<file path="config.mk">
export PLATFORM = sky130hd
export DESIGN_NAME = midpoint_circle_rasterizer
export DESIGN_NICKNAME = d
export VERILOG_FILES = /design/src/hdl/mcr_pkg.sv /design/src/hdl/midpoint_circle_rasterizer.sv /design/src/hdl/mcr_front.sv /design/src/hdl/mcr_queue.sv /design/src/hdl/mcr_back.sv
export SDC_FILE = /design/constraint.sdc
export NUM_CORES = 1
export LEC_CHECK = 0
export BUFFER_PORTS_ARGS = -buffer_cell sky130_fd_sc_hd__buf_2
export CAP_MARGIN = 5
export CORE_UTILIZATION = 62
export CTS_CLUSTER_SIZE = 28
export DETAILED_ROUTE_END_ITERATION = 8
export PLACE_DENSITY = 0.86
export SYNTH_ARGS = -nofsm -noshare
export SYNTH_HDL_FRONTEND = slang
export SYNTH_SLANG_ARGS = --single-unit
</file>
<file path="constraint.sdc">
create_clock -name clock -period 5.56 [get_ports clock]
set_input_delay 1.39 -clock clock [delete_from_list [all_inputs] [get_ports clock]]
set_output_delay 1.39 -clock clock [all_outputs]
set_load 0.005 [all_outputs]
</file>
<file path="src/hdl/mcr_pkg.sv">
// ----------------------------------------------------------------------------
// mcr_pkg
// Shared widths, op codes and the step command for the circle rasterizer.
// ----------------------------------------------------------------------------
package mcr_pkg;

   localparam int CoordBits = 12;
   localparam int PixBits   = CoordBits + 1;
   localparam int DecBits   = CoordBits + 2;
   localparam int RadBits   = CoordBits - 1;
   localparam int QueueDepth = 4;
   localparam int PtrBits    = $clog2(QueueDepth);

   localparam logic OpStart = 1'b0;
   localparam logic OpStep  = 1'b1;

   typedef struct packed {
      logic                        done;
      logic signed [CoordBits-1:0] cx;
      logic signed [CoordBits-1:0] cy;
      logic signed [CoordBits-1:0] x;
      logic signed [CoordBits-1:0] y;
   } cmd_type;

   typedef struct packed {
      logic    valid;
      cmd_type cmd;
   } head_type;

endpackage

</file>
<file path="src/hdl/midpoint_circle_rasterizer.sv">
// ----------------------------------------------------------------------------
// midpoint_circle_rasterizer
// Midpoint circle rasterizer with eight-way symmetry.
// ----------------------------------------------------------------------------
// A start transaction (op 0) loads centre and radius and gives no result. A
// step transaction (op 1) gives eight pixels, the eighth marked last, or one
// done result once the octant is finished. The front accepts a transaction
// every cycle while its 4-entry command queue has room; the single result
// port then drains one pixel per cycle while the receiver pops. With the back
// end idle, an accepted step is first written into the queue and then its
// first pixel is registered into the output register.
module midpoint_circle_rasterizer (
   input  logic                                 clock,
   input  logic                                 reset,
   input  logic                                 push,
   output logic                                 full,
   input  logic                                 req_op,
   input  logic signed [mcr_pkg::CoordBits-1:0] req_center_x,
   input  logic signed [mcr_pkg::CoordBits-1:0] req_center_y,
   input  logic        [mcr_pkg::RadBits-1:0]   req_radius,
   output logic                                 empty,
   input  logic                                 pop,
   output logic signed [mcr_pkg::PixBits-1:0]   rsp_pixel_x,
   output logic signed [mcr_pkg::PixBits-1:0]   rsp_pixel_y,
   output logic                                 rsp_last,
   output logic                                 rsp_done_res
);

   logic              accept, q_push, q_pop;
   mcr_pkg::cmd_type  q_cmd;
   mcr_pkg::head_type q_head;

   assign accept = push && !full;

   mcr_front u_front (
      .clock    (clock),
      .reset    (reset),
      .accept   (accept),
      .op       (req_op),
      .center_x (req_center_x),
      .center_y (req_center_y),
      .radius   (req_radius),
      .q_push   (q_push),
      .q_cmd    (q_cmd)
   );

   mcr_queue u_queue (
      .clock    (clock),
      .reset    (reset),
      .push     (q_push),
      .push_cmd (q_cmd),
      .pop      (q_pop),
      .full     (full),
      .head     (q_head)
   );

   mcr_back u_back (
      .clock    (clock),
      .reset    (reset),
      .head     (q_head),
      .q_pop    (q_pop),
      .pop      (pop),
      .empty    (empty),
      .pixel_x  (rsp_pixel_x),
      .pixel_y  (rsp_pixel_y),
      .last     (rsp_last),
      .done_res (rsp_done_res)
   );

endmodule

</file>
<file path="src/hdl/mcr_front.sv">
// ----------------------------------------------------------------------------
// mcr_front
// Takes start and step transactions, keeps centre, offsets and decision value,
// and queues one command per step.
// ----------------------------------------------------------------------------
module mcr_front (
   input  logic                                 clock,
   input  logic                                 reset,
   input  logic                                 accept,
   input  logic                                 op,
   input  logic signed [mcr_pkg::CoordBits-1:0] center_x,
   input  logic signed [mcr_pkg::CoordBits-1:0] center_y,
   input  logic        [mcr_pkg::RadBits-1:0]   radius,
   output logic                                 q_push,
   output mcr_pkg::cmd_type                     q_cmd
);

   logic signed [mcr_pkg::CoordBits-1:0] cx_ff, cx_in, cy_ff, cy_in;
   logic signed [mcr_pkg::CoordBits-1:0] x_ff, x_in, y_ff, y_in;
   logic signed [mcr_pkg::DecBits-1:0]   dec_ff, dec_in;
   logic signed [mcr_pkg::DecBits-1:0]   x_ext, y_ext;
   logic                                 finished;

   assign finished = x_ff > y_ff;
   assign x_ext    = mcr_pkg::DecBits'(x_ff);
   assign y_ext    = mcr_pkg::DecBits'(y_ff);

   assign q_push      = accept && (op == mcr_pkg::OpStep);
   assign q_cmd.done  = finished;
   assign q_cmd.cx    = cx_ff;
   assign q_cmd.cy    = cy_ff;
   assign q_cmd.x     = x_ff;
   assign q_cmd.y     = y_ff;

   always_comb begin
      cx_in  = cx_ff;
      cy_in  = cy_ff;
      x_in   = x_ff;
      y_in   = y_ff;
      dec_in = dec_ff;
      if (accept && op == mcr_pkg::OpStart) begin
         cx_in  = center_x;
         cy_in  = center_y;
         x_in   = '0;
         y_in   = $signed(mcr_pkg::CoordBits'(radius));
         dec_in = mcr_pkg::DecBits'(1) - $signed(mcr_pkg::DecBits'(radius));
      end else if (q_push && !finished) begin
         if (dec_ff < 0) begin
            dec_in = dec_ff + (x_ext <<< 1) + mcr_pkg::DecBits'(3);
         end else begin
            dec_in = dec_ff + ((x_ext - y_ext) <<< 1) + mcr_pkg::DecBits'(5);
            y_in   = y_ff - mcr_pkg::CoordBits'(1);
         end
         x_in = x_ff + mcr_pkg::CoordBits'(1);
      end
   end

   always_ff @(posedge clock) begin
      if (reset) begin
         cx_ff  <= '0;
         cy_ff  <= '0;
         x_ff   <= '0;
         y_ff   <= '0;
         dec_ff <= '0;
      end else begin
         cx_ff  <= cx_in;
         cy_ff  <= cy_in;
         x_ff   <= x_in;
         y_ff   <= y_in;
         dec_ff <= dec_in;
      end
   end

endmodule

</file>
<file path="src/hdl/mcr_queue.sv">
// ----------------------------------------------------------------------------
// mcr_queue
// Short command FIFO between the front and the pixel generator.
// ----------------------------------------------------------------------------
module mcr_queue (
   input  logic              clock,
   input  logic              reset,
   input  logic              push,
   input  mcr_pkg::cmd_type  push_cmd,
   input  logic              pop,
   output logic              full,
   output mcr_pkg::head_type head
);

   mcr_pkg::cmd_type                mem [mcr_pkg::QueueDepth];
   logic [mcr_pkg::PtrBits-1:0]     wr_ptr_ff, rd_ptr_ff;
   logic [mcr_pkg::PtrBits:0]       count_ff, count_in;
   logic                            do_push, do_pop;

   assign full       = count_ff == (mcr_pkg::PtrBits+1)'(mcr_pkg::QueueDepth);
   assign head.valid = count_ff != '0;
   assign head.cmd   = mem[rd_ptr_ff];
   assign do_push    = push && !full;
   assign do_pop     = pop && head.valid;

   always_comb begin
      count_in = count_ff;
      if (do_push && !do_pop) begin
         count_in = count_ff + 1'b1;
      end else if (do_pop && !do_push) begin
         count_in = count_ff - 1'b1;
      end
   end

   always_ff @(posedge clock) begin
      if (do_push) begin
         mem[wr_ptr_ff] <= push_cmd;
      end
   end

   always_ff @(posedge clock) begin
      if (reset) begin
         wr_ptr_ff <= '0;
         rd_ptr_ff <= '0;
         count_ff  <= '0;
      end else begin
         if (do_push) wr_ptr_ff <= wr_ptr_ff + 1'b1;
         if (do_pop)  rd_ptr_ff <= rd_ptr_ff + 1'b1;
         count_ff <= count_in;
      end
   end

   a_count_range: assert property (@(posedge clock) disable iff (reset)
      count_ff <= (mcr_pkg::PtrBits+1)'(mcr_pkg::QueueDepth))
      else $error("queue count out of range");

   a_ptr_gap: assert property (@(posedge clock) disable iff (reset)
      (count_ff == '0 || full) |-> (wr_ptr_ff == rd_ptr_ff))
      else $error("queue pointers disagree with count");

endmodule

</file>
<file path="src/hdl/mcr_back.sv">
// ----------------------------------------------------------------------------
// mcr_back
// Expands each command into eight symmetric pixels, or one done result,
// one per cycle into the output register while it is empty or popped.
// ----------------------------------------------------------------------------
module mcr_back (
   input  logic                                clock,
   input  logic                                reset,
   input  mcr_pkg::head_type                   head,
   output logic                                q_pop,
   input  logic                                pop,
   output logic                                empty,
   output logic signed [mcr_pkg::PixBits-1:0]  pixel_x,
   output logic signed [mcr_pkg::PixBits-1:0]  pixel_y,
   output logic                                last,
   output logic                                done_res
);

   logic                                busy_ff, busy_in;
   logic [2:0]                          idx_ff, idx_in;
   mcr_pkg::cmd_type                    cmd_ff, cmd_in;
   logic                                ov_ff, ov_in;
   logic signed [mcr_pkg::PixBits-1:0]  px_ff, px_in, py_ff, py_in;
   logic                                last_ff, last_in, done_ff, done_in;
   logic                                advance;
   mcr_pkg::cmd_type                    src;
   logic [2:0]                          k;
   logic signed [mcr_pkg::PixBits-1:0]  cx, cy, a, b;

   assign advance = !ov_ff || pop;
   assign src     = busy_ff ? cmd_ff : head.cmd;
   assign k       = busy_ff ? idx_ff : 3'd0;
   assign q_pop   = advance && !busy_ff && head.valid;

   always_comb begin
      cx = mcr_pkg::PixBits'(src.cx);
      cy = mcr_pkg::PixBits'(src.cy);
      a  = k[2] ? mcr_pkg::PixBits'(src.y) : mcr_pkg::PixBits'(src.x);
      b  = k[2] ? mcr_pkg::PixBits'(src.x) : mcr_pkg::PixBits'(src.y);
   end

   always_comb begin
      busy_in = busy_ff;
      idx_in  = idx_ff;
      cmd_in  = cmd_ff;
      ov_in   = ov_ff;
      px_in   = px_ff;
      py_in   = py_ff;
      last_in = last_ff;
      done_in = done_ff;
      if (advance) begin
         ov_in   = busy_ff || head.valid;
         px_in   = k[0] ? cx - a : cx + a;
         py_in   = k[1] ? cy - b : cy + b;
         last_in = k == 3'd7;
         done_in = 1'b0;
         if (busy_ff) begin
            idx_in = idx_ff + 3'd1;
            if (idx_ff == 3'd7) busy_in = 1'b0;
         end else if (head.valid) begin
            if (head.cmd.done) begin
               px_in   = '0;
               py_in   = '0;
               last_in = 1'b1;
               done_in = 1'b1;
            end else begin
               busy_in = 1'b1;
               idx_in  = 3'd1;
               cmd_in  = head.cmd;
            end
         end
      end
   end

   always_ff @(posedge clock) begin
      if (reset) begin
         busy_ff <= 1'b0;
         idx_ff  <= 3'd1;
         ov_ff   <= 1'b0;
      end else begin
         busy_ff <= busy_in;
         idx_ff  <= idx_in;
         ov_ff   <= ov_in;
      end
      cmd_ff  <= cmd_in;
      px_ff   <= px_in;
      py_ff   <= py_in;
      last_ff <= last_in;
      done_ff <= done_in;
   end

   assign empty    = !ov_ff;
   assign pixel_x  = px_ff;
   assign pixel_y  = py_ff;
   assign last     = last_ff;
   assign done_res = done_ff;

   a_busy_idx: assert property (@(posedge clock) disable iff (reset)
      busy_ff |-> idx_ff != 3'd0)
      else $error("pixel index wrapped while busy");

   a_no_pop_busy: assert property (@(posedge clock) disable iff (reset)
      busy_ff |-> !q_pop)
      else $error("command taken while expanding another");

   a_done_last: assert property (@(posedge clock) disable iff (reset)
      (ov_ff && done_ff) |-> (last_ff && px_ff == '0 && py_ff == '0))
      else $error("done result malformed");

endmodule

</file>
## Word-level counts from Yosys, hierarchy flattened

Memory sizes are Yosys's and may differ from the RTL's. A register that Yosys moved wholly into a read port is not among the register bits.
Cells that the tools add are included.

| word-level totals | value |
|---|---|
| register bits | 150 |
| bits in latches | 0 |
| memory bits (writable) | 196 |
| bits in read-only memories | 0 |
| input port bits | 40 |
| logic and storage cells | 113 |
| memories | 1 |

| operators by class | value |
|---|---|
| add/sub/neg operators | 17 |
| multipliers | 0 |
| div/mod/pow operators | 0 |
| magnitude comparators | 2 |
| equality and inequality tests | 5 |
| shift-type cells | 0 |
| muxes and demuxes | 35 |
| bitwise logic cells | 5 |
| reductions and logical operators | 28 |

Memory list:

| name | depth | bits a word | rd ports | clocked after Yosys merged registers in | write ports | RTL line | text |
|---|---|---|---|---|---|---|---|
| u_queue.mem | 4 | 49 | 1 | 1 | 1 | mcr_queue.sv:15 | `mcr_pkg::cmd_type mem [mcr_pkg::QueueDepth];` |

Operator list:

| kind | number |
|---|---|
| 2-to-1 mux 13 bit | 10 |
| 2-to-1 mux 48 bit | 1 |
| 2-to-1 mux 14 bit | 3 |
| 2-to-1 mux 11 bit | 3 |
| adder 12 x 13 -> 13 bit | 2 |
| subtractor 12 x 13 -> 13 bit | 2 |
| 2-to-1 mux 3 bit | 6 |
| adder 14 x 13 -> 14 bit | 1 |
| adder 14 bit | 1 |
| adder 14 x 3 -> 14 bit, second input constant | 1 |
| adder 14 x 4 -> 14 bit, second input constant | 1 |
| less-than comparator 14 x 1 -> 1 bit, second input constant | 1 |
| subtractor 12 x 12 -> 13 bit | 1 |
| adder 12 x 2 -> 12 bit, second input constant | 1 |
| greater-than comparator 12 bit | 1 |
| subtractor 1 x 11 -> 12 bit, first input constant | 1 |
| subtractor 12 x 2 -> 12 bit, second input constant | 1 |
| logical AND 1 bit | 10 |
| 2-to-1 mux 1 bit | 10 |
| equality test 3 bit, second input constant | 3 |
| adder 3 x 1 -> 3 bit, second input constant | 2 |
| zero test 1 bit | 6 |
| nonzero test 2 bit | 3 |
| NOT 1 bit | 5 |
| other kinds (11) | 16 |

## Depth between registers and ports, before layout

Gate-level depths: netlist of run 1.

| depth | value |
|---|---|
| depth in word-level cells | 9 |
| depth in mapped cells | 19 |
| mapped depth without buffers | 19 |

## Hierarchy

Synthesis of run 1 repeated with hierarchy kept, for this count alone.

| unflattened totals | value |
|---|---|
| cells, all modules | 1371 |
| area, all modules | 17752.0 um^2 |

Modules (own cells, without submodules):

| module | instances | cells each | area each (um^2) | seq. area each (um^2) |
|---|---|---|---|---|
| mcr_queue | 1 | 304 | 7551.0 | 6065.8 |
| mcr_back | 1 | 441 | 5176.2 | 2382.3 |
| mcr_front | 1 | 625 | 5011.1 | 1241.2 |
| midpoint_circle_rasterizer | 1 | 1 | 13.8 | 0.0 |

## Worst setup path after synthesis of run 1

OpenSTA, ideal clock, no wires.

| path | value |
|---|---|
| path kind | in2reg |
| from | input port pop |
| to | register u_back.cmd_ff[0] (netlist name), enable pin |
| data arrival time | 3.844 ns |
| data required time | 5.105 ns |
| setup slack | 1.261 ns |
| stages | 4 |
| cell sequence | nor2_1 > nor3_1 > inv_1 > nor2_1 |

| on the way | value |
|---|---|
| longest elaborated chain between the ends | 2 |

Ends and longest elaborated chain:

| element | RTL line | text |
|---|---|---|
| start, declared | midpoint_circle_rasterizer.sv:22 | `input logic pop,` |
| logical OR 1 bit | mcr_back.sv:30 | `assign advance = !ov_ff \|\| pop;` |
| AND reduction 4 bit (no source line) | - |  |
| end signal, assigned | mcr_back.sv:85 | `cmd_ff <= cmd_in;` |
| end, declared | mcr_back.sv:21 | `mcr_pkg::cmd_type cmd_ff, cmd_in;` |

No other way between the ends.
A chain may end at the register's enable or synchronous reset.

## Worst setup path in the final report of run 1

| path | value |
|---|---|
| from | register u_front.y_ff[0] (netlist name) |
| to | register u_front.dec_ff[13] (netlist name) |

| on the way | value |
|---|---|
| longest elaborated chain between the ends | 6 |
| elaborated cells between the ends (all ways) | 10 |
| classes of those cells | add/sub (3); order compare (1); mux (3); reduce/logical (3) |

Ends and longest elaborated chain:

| element | RTL line | text |
|---|---|---|
| start, declared | mcr_front.sv:19 | `logic signed [mcr_pkg::CoordBits-1:0] x_ff, x_in, y_ff, y_in;` |
| start signal, assigned | mcr_front.sv:69 | `y_ff <= y_in;` |
| subtractor 12 x 12 -> 13 bit | mcr_front.sv:51 | `dec_in = dec_ff + ((x_ext - y_ext) <<< 1) + mcr_pkg::DecBits'(5);` |
| adder 14 bit | mcr_front.sv:51 |  |
| adder 14 x 4 -> 14 bit | mcr_front.sv:51 |  |
| 2-to-1 mux 14 bit | mcr_front.sv:48 | `if (dec_ff < 0) begin` |
| 2-to-1 mux 14 bit | mcr_front.sv:47 | `end else if (q_push && !finished) begin` |
| 2-to-1 mux 14 bit | mcr_front.sv:41 | `if (accept && op == mcr_pkg::OpStart) begin` |
| end signal, assigned | mcr_front.sv:70 | `dec_ff <= dec_in;` |
| end, declared | mcr_front.sv:20 | `logic signed [mcr_pkg::DecBits-1:0] dec_ff, dec_in;` |

Parallel ways exist; a longest one is shown, timed or not. The select of a mux whose other input is x is not followed.

==> impl_metrics.toml, run 1 <==
[run]
maxCapViolCount = 0

[drt]
wire_per_inst_um = 21.9
vias_per_cell = 6.46
drt_iter0_markers = 1389
via_count = 12400
drtPass1Iterations = 6
drc = 0
ant_nets = 0
wl_um = 42000

[power_and_ir_drop]
p_sw_mw = 4.44
p_int_mw = 7.17
vdd_drop_max_uv = 330
power.density_mw_per_mm2 = 586
p_clk_share_pct = 21.0
power_leakage_nw = 7.29
finalPower_mw = 11.6
pwr-share-comb_pct = 46.2
power_switching_share_pct = 38.2
seqPwrFrac_pct = 32.8

[hold_path]
hp-class = "reg2reg"
whs_path_depth = 2

[finish]
area_growth_pct = 10.5
n_fill_cell = 1883
utilization_pct = 70.5
nNetsFinal = 1657
antenna_cells = 0
final_layout_size_suffix_gt1_share_pct = 15.6

[sta]
rsz0062_at_grt = "false"
fin_crit_ps = 4480
finalHoldViolCount = 0
tightest_slew_ps = 1080
maxSlewViolCount = 0
setup-violations-final = 0
finalCritPeriodShare_pct = 80.5
relSlewSlack_pct = 27.9
clock_skew_ps = 28.7
fmax_ghz = 0.223
final.setup.tns_ps = 0

[grt]
grt_overflow = 0
grt_pass1_wl_um = 65000
antenna_found_initial = 0
grt_pass1_vias = 11800
track_usage_pct = 29.1
grt_start_max_net_pins = 57

[clock_network]
cts_sinks = 348
clock_latency_ps = 540
post-cts-setup-buffers = 0
cts.repair.resized = 0
clock-root-buffer = "clkbuf_16"
clkTransAtPathRegs_ps = 60
cts_buffers = 36
clk_path_buf_depth = 3
h-tree-depth = 2
cts_tree = "built"
cts_hold_buf = 0

[synthesis]
syn-num-nets = 1584
yosys.area.top_type_share_pct = 45.6
synth_area_leaders = "edfxtp_1 (46%), dfxtp_1 (8.5%), ha_1 (6.7%)"
synth.most_common_cell = "edfxtp_1"
synth_ff_type = "edfxtp_1"
synth_commonest_cells = "edfxtp_1 (272), nand2_1 (137), nor2_1 (105)"
yosys.area.top_type = "edfxtp_1"
ys_types = 87
netlist_area_mm2 = 0.0179
ys_ff_latch = 348
yosysSeqAreaShare_pct = 54.1
synth_warnings = 0
synth-edff-count = 272
synth.avg_cell_area_um2 = 12.4
ys_async_sr_fraction_pct = 0
postSynthCellCount = 1442

[worst_setup_path]
r2r_setup_slack_ps = 1080
required_ps = 5970
crit_chain = "ha_1, inv_1, fa_1, a21o_1, a21o_1, a21o_1, a21oi_1, xnor2_1, ha_1, ha_1, nor2_1, o41ai_1, a2111oi_0, or4_1, a221oi_1, nor3b_1"
cp-end-kind = "flip-flop"
cpMaxStageDelayCell = "or4_1"
max_stage_delay_ps = 530
cp-start-kind = "flip-flop"
critPathArrivalTime_ps = 4890
crit_type = "reg2reg"
rr_worst_depth = 16
crit_fanout = 8

[floorplan]
die_h_um = 172
ios = 70
core_mm2 = 0.0281
fp-row-count = 61
die_x_um = 172
start_util_pct = 63.8
die_area_mm2 = 0.0296

[place]
port_buffers = 69
place.gp.congestion = 0.916
dp_hpwl_um = 27500

[run_status]
status = "complete, no violations"
-- flip-flops by register name, indices dropped and copies added (netlist names), named ones only --
| signal | cells |
|---|---|
| u_back.cmd_ff | 48 |
| u_back.last | 1 |
| u_back.idx_ff | 3 |
| u_back.done_res | 1 |
| u_front.dec_ff | 14 |
| u_front.cx_ff | 12 |
| u_queue.wr_ptr_ff | 2 |
| u_back.pixel_y | 13 |
| u_front.cy_ff | 12 |
| u_back.pixel_x | 13 |
| u_queue.count_ff | 3 |
| u_back.ov_ff | 1 |
| u_queue.mem | 196 |
| u_back.busy_ff | 1 |
| u_front.x_ff | 12 |
| u_front.y_ff | 12 |
| u_queue.rd_ptr_ff | 2 |
-- routing by layer --
layer	share of wire [%]	vias up	global-route usage (%)
met2	48	696	48.4
met3	8.6	110	4.39
met5	0	-	0
li1	-	5590	-
met1	40	6010	38.8
met4	3.3	0	11.2
-- worst max-delay path: cells and delay by family, from the launching register on --
family          cells  cell delay [ps]
xor+xnor            1              140
flops               1              500
fa+ha+maj           4             1220
compound gates      7             1750
simple gates        3              680
buf+inv             1               60
-- kinds of logic after synthesis --
| logic type | synth area share, % |
|---|---|
| flops | 54.1 |
| buf+inv | 2.80 |
| compound gates | 10.6 |
| simple gates | 11.2 |
| fa+ha+maj | 7.38 |
| mux | 10.1 |
| xor+xnor | 3.86 |
-- final timing paths --
path | from | to
setup reg to reg | u_front.y_ff[0]$_SDFFE_PP0P_ | u_front.dec_ff[13]$_SDFFE_PP0P_
hold / removal | u_front.cx_ff[4]$_SDFFE_PP0P_ | u_front.cx_ff[4]$_SDFFE_PP0P_
hold reg to reg | u_front.cx_ff[4]$_SDFFE_PP0P_ | u_front.cx_ff[4]$_SDFFE_PP0P_
setup / recovery | u_front.y_ff[0]$_SDFFE_PP0P_ | u_front.dec_ff[13]$_SDFFE_PP0P_
-- cell type report --
class                           instances  area [um^2]  area share [%]
Multi-Input combinational cell        982         7730            39.1
Clock buffer                           47          962            4.86
Clock inverter                         19          223            1.12
Inverter                               58          218            1.10
Tap cell                              378          473            2.39
Timing Repair Buffer                   89          495            2.50
Sequential cell                       348         9700            49.0
-- placed cells by master (no fill, tap or decap), drive strengths merged, types with 16 or more instances in the layout --
cell,Yosys,routed
a211oi,26,26
a21oi,82,82
and2,17,17
buf,25,89
clkbuf,29,47
dfxtp,76,76
edfxtp,272,272
ha,96,96
inv,58,60
mux2,28,28
mux2i,44,44
mux4,43,43
nand2,137,137
nand2b,16,16
nand3,27,27
nor2,105,105
nor2b,16,16
nor3,34,34
o21ai,44,44
o31ai,16,16
xnor2,39,39
xor2,40,40
-- power by group through the flow --
stage / registers, mW / logic [mW] / clock network (mW)
after floorplan: 3.70 / 4.12 / 0
after global placement: 3.81 / 5.05 / 0
after detailed placement: 3.85 / 5.21 / 0
after CTS: 3.81 / 5.29 / 2.45
after global routing: 3.86 / 5.89 / 2.55
final: 3.81 / 5.36 / 2.44
-- per-stage QoR --
step           instance area [um^2]  instances  setup WS (ps)  hold slack, ps
6_report                      19800       1921           1080             503
5_1_grt                       19800       1921            925             528
4_1_cts                       19800       1921           1140             506
3_5_place_dp                  18600       1855           1210             486
3_3_place_gp                  18600       1855           1360             474
2_1_floorplan                 17900       1442           1260             460
Note: power is estimated with default switching activity, not from simulation.
==> run 2, diff against run 1 <==
--- a/config.mk
+++ b/config.mk
@@ -5,12 +5,13 @@
 export SDC_FILE = /design/constraint.sdc
 export NUM_CORES = 1
 export LEC_CHECK = 0
+export ABC_AREA = 1
 export BUFFER_PORTS_ARGS = -buffer_cell sky130_fd_sc_hd__buf_2
 export CAP_MARGIN = 5
-export CORE_UTILIZATION = 62
+export CORE_UTILIZATION = 56
 export CTS_CLUSTER_SIZE = 28
 export DETAILED_ROUTE_END_ITERATION = 8
-export PLACE_DENSITY = 0.86
+export PLACE_DENSITY = 0.82
 export SYNTH_ARGS = -nofsm -noshare
 export SYNTH_HDL_FRONTEND = slang
 export SYNTH_SLANG_ARGS = --single-unit
==> constraint.sdc (replaced) <==
create_clock -name clock -period 3.8 [get_ports clock]
set_input_delay 0.95 -clock clock [delete_from_list [all_inputs] [get_ports clock]]
set_output_delay 0.95 -clock clock [all_outputs]
set_load 0.005 [all_outputs]
==> run 2 against run 1 <==
  * Non-clock buffer count is 36 higher
  * Via count grew 17%
  * Synthesized cell count up 37%
  * Highest routed layer unchanged
==> impl_metrics.toml, run 2 <==
[synthesis]
synth.most_common_cell = "nand2_1"
yosys.area.top_type = "edfxtp_1"
syn-num-nets = 2123
netlist_area_mm2 = 0.0182
ys_types = 50
synth_warnings = 0
synth_commonest_cells = "nand2_1 (452), edfxtp_1 (272), nor2_1 (210)"
synth.avg_cell_area_um2 = 9.17
ys_ff_latch = 348
postSynthCellCount = 1981
ys_async_sr_fraction_pct = 0
synth-edff-count = 272
synth_area_leaders = "edfxtp_1 (45%), nand2_1 (9.3%), dfxtp_1 (8.4%)"
synth_ff_type = "edfxtp_1"
yosysSeqAreaShare_pct = 53.3
yosys.area.top_type_share_pct = 44.9

[clock_network]
clkTransAtPathRegs_ps = 70
clock_latency_ps = 510
cts_sinks = 348
clock-root-buffer = "clkbuf_16"
clk_path_buf_depth = 3
cts_buffers = 36
h-tree-depth = 2
cts_tree = "built"

[finish]
final_layout_size_suffix_gt1_share_pct = 11.6
antenna_cells = 0
largest_register_ffs = 196
utilization_pct = 64.5
n_fill_cell = 2469
multi_input_area_mm2 = 0.00755
top_regs = "u_queue.mem: 196 flops, u_back.cmd_ff: 48 flops, u_front.dec_ff: 14 flops"
final_cell_mix = "nand2_1 (452), edfxtp_1 (272), nor2_1 (204)"
largest-register = "u_queue.mem"
stdcell_area_mm2 = 0.0205
area_growth_pct = 12.6
nNetsFinal = 2212
final_common_cell = "nand2_1"
register_area_mm2 = 0.00969

[worst_setup_path]
required_ps = 4070
cp_top_family = "simple AND/OR/NAND/NOR gates"
cp-start-kind = "flip-flop"
crit_fanout = 24
max_stage_delay_ps = 370
cp-end-kind = "flip-flop"
critPathBufInv = 3
crit_type = "reg2reg"
cpMostUsedCell = "nand2_1"
cpMaxStageDelayCell = "dfxtp_2"
critPathArrivalTime_ps = 3840

[drt]
wl_met2_um = 22300
vias_per_cell = 5.83
wl_um = 45100
met1_length_um = 18000
top_layer = "met4"
via_count = 14600
drc = 0
wire_per_inst_um = 18.1
ant_nets = 0
drt_iter0_markers = 1255
route.met3.wl_um = 2720
drtPass1Iterations = 5

[grt]
track_usage_pct = 27.4
grt_pass1_wl_um = 72100
grt_start_max_net_pins = 55
grt_overflow = 0
antenna_found_initial = 0
grt_pass1_vias = 14200

[sta]
whs_ps = 490
finalHoldViolCount = 0
fin_crit_ps = 3580
clock_skew_ps = 11.1
setup-violations-final = 0
maxSlewViolCount = 0
finalCritPeriodShare_pct = 94.1
tightest_slew_ps = 681
relSlewSlack_pct = 54.2
rsz0062_at_grt = "true"
fmax_ghz = 0.280

[run_status]
status = "complete, no violations"

[place]
place_area_mm2 = 0.0192
port_buffers = 69
dp_hpwl_um = 31300
place.gp.congestion = 0.958

[hold_path]
hp-start = "u_back.idx_ff[1]$_SDFFE_PP0P_"
hp-class = "reg2reg"

[floorplan]
start_util_pct = 57.3
die_area_mm2 = 0.0332
ios = 70
core_mm2 = 0.0317
die_h_um = 182
die_x_um = 182
fp-row-count = 65

[run]
maxCapViolCount = 0
[run 2: cell families after synthesis]
kind of cell / Yosys count / share of synthesized area [%]
flip-flops: 348 / 53.3
AND/OR/NAND/NOR: 868 / 20.2
adder cells (fa/ha/maj): 102 / 7.27
multiplexers: 2 / 0.110
buffers and inverters: 236 / 5.56
AO/OA/AOI/OAI: 381 / 11.4
XOR/XNOR: 44 / 2.12
[run 2: worst min-delay path, cell delays in order (launching register included)]
cell,delay [ps]
dfxtp_1,330
nand2_1,70
a21oi_1,50
[run 2: metrics by stage]
stage	cells	setup TNS, ps	setup slack, ps
global placement	2433	0	224
finish	2498	0	224
global route	2498	-113	-113
detailed placement	2433	0	192
CTS	2497	0	115
floorplan	1981	-41050	-209
[run 2: what timing repair did]
action,in CTS,in global routing
hold buffers,0,0
buffers inserted,0,1
resized for setup,0,26
endpoints found under the setup margin,0,10
[run 2: layout make-up]
type / count / area share (%)
sequential: 348 / 47.4
multi-input combinational: 1397 / 36.9
clock buffer: 47 / 4.81
timing repair buffer: 125 / 4.30
inverter: 162 / 2.98
tap: 402 / 2.46
clock inverter: 17 / 1.17
[run 2: final timing paths]
check / to / slack (ps) / cells past startpoint
max: u_back.pixel_y[12]$_DFFE_PN_ / 220 / 27
min: u_back.idx_ff[1]$_SDFFE_PP0P_ / 490 / 2
max reg2reg: u_back.pixel_y[12]$_DFFE_PN_ / 220 / 27
min reg2reg: u_back.idx_ff[1]$_SDFFE_PP0P_ / 490 / 2
[run 2: routing by layer]
metal / up-vias / track usage [%]
met5: - / 0
met4: 0 / 12.8
met3: 134 / 3.09
met2: 628 / 48.4
met1: 6833 / 33.7
li1: 6963 / -
Power of run 2 is left out: the tool's default activity adds up to more than one toggle a clock period on the data nets, which glitch-free logic cannot reach.
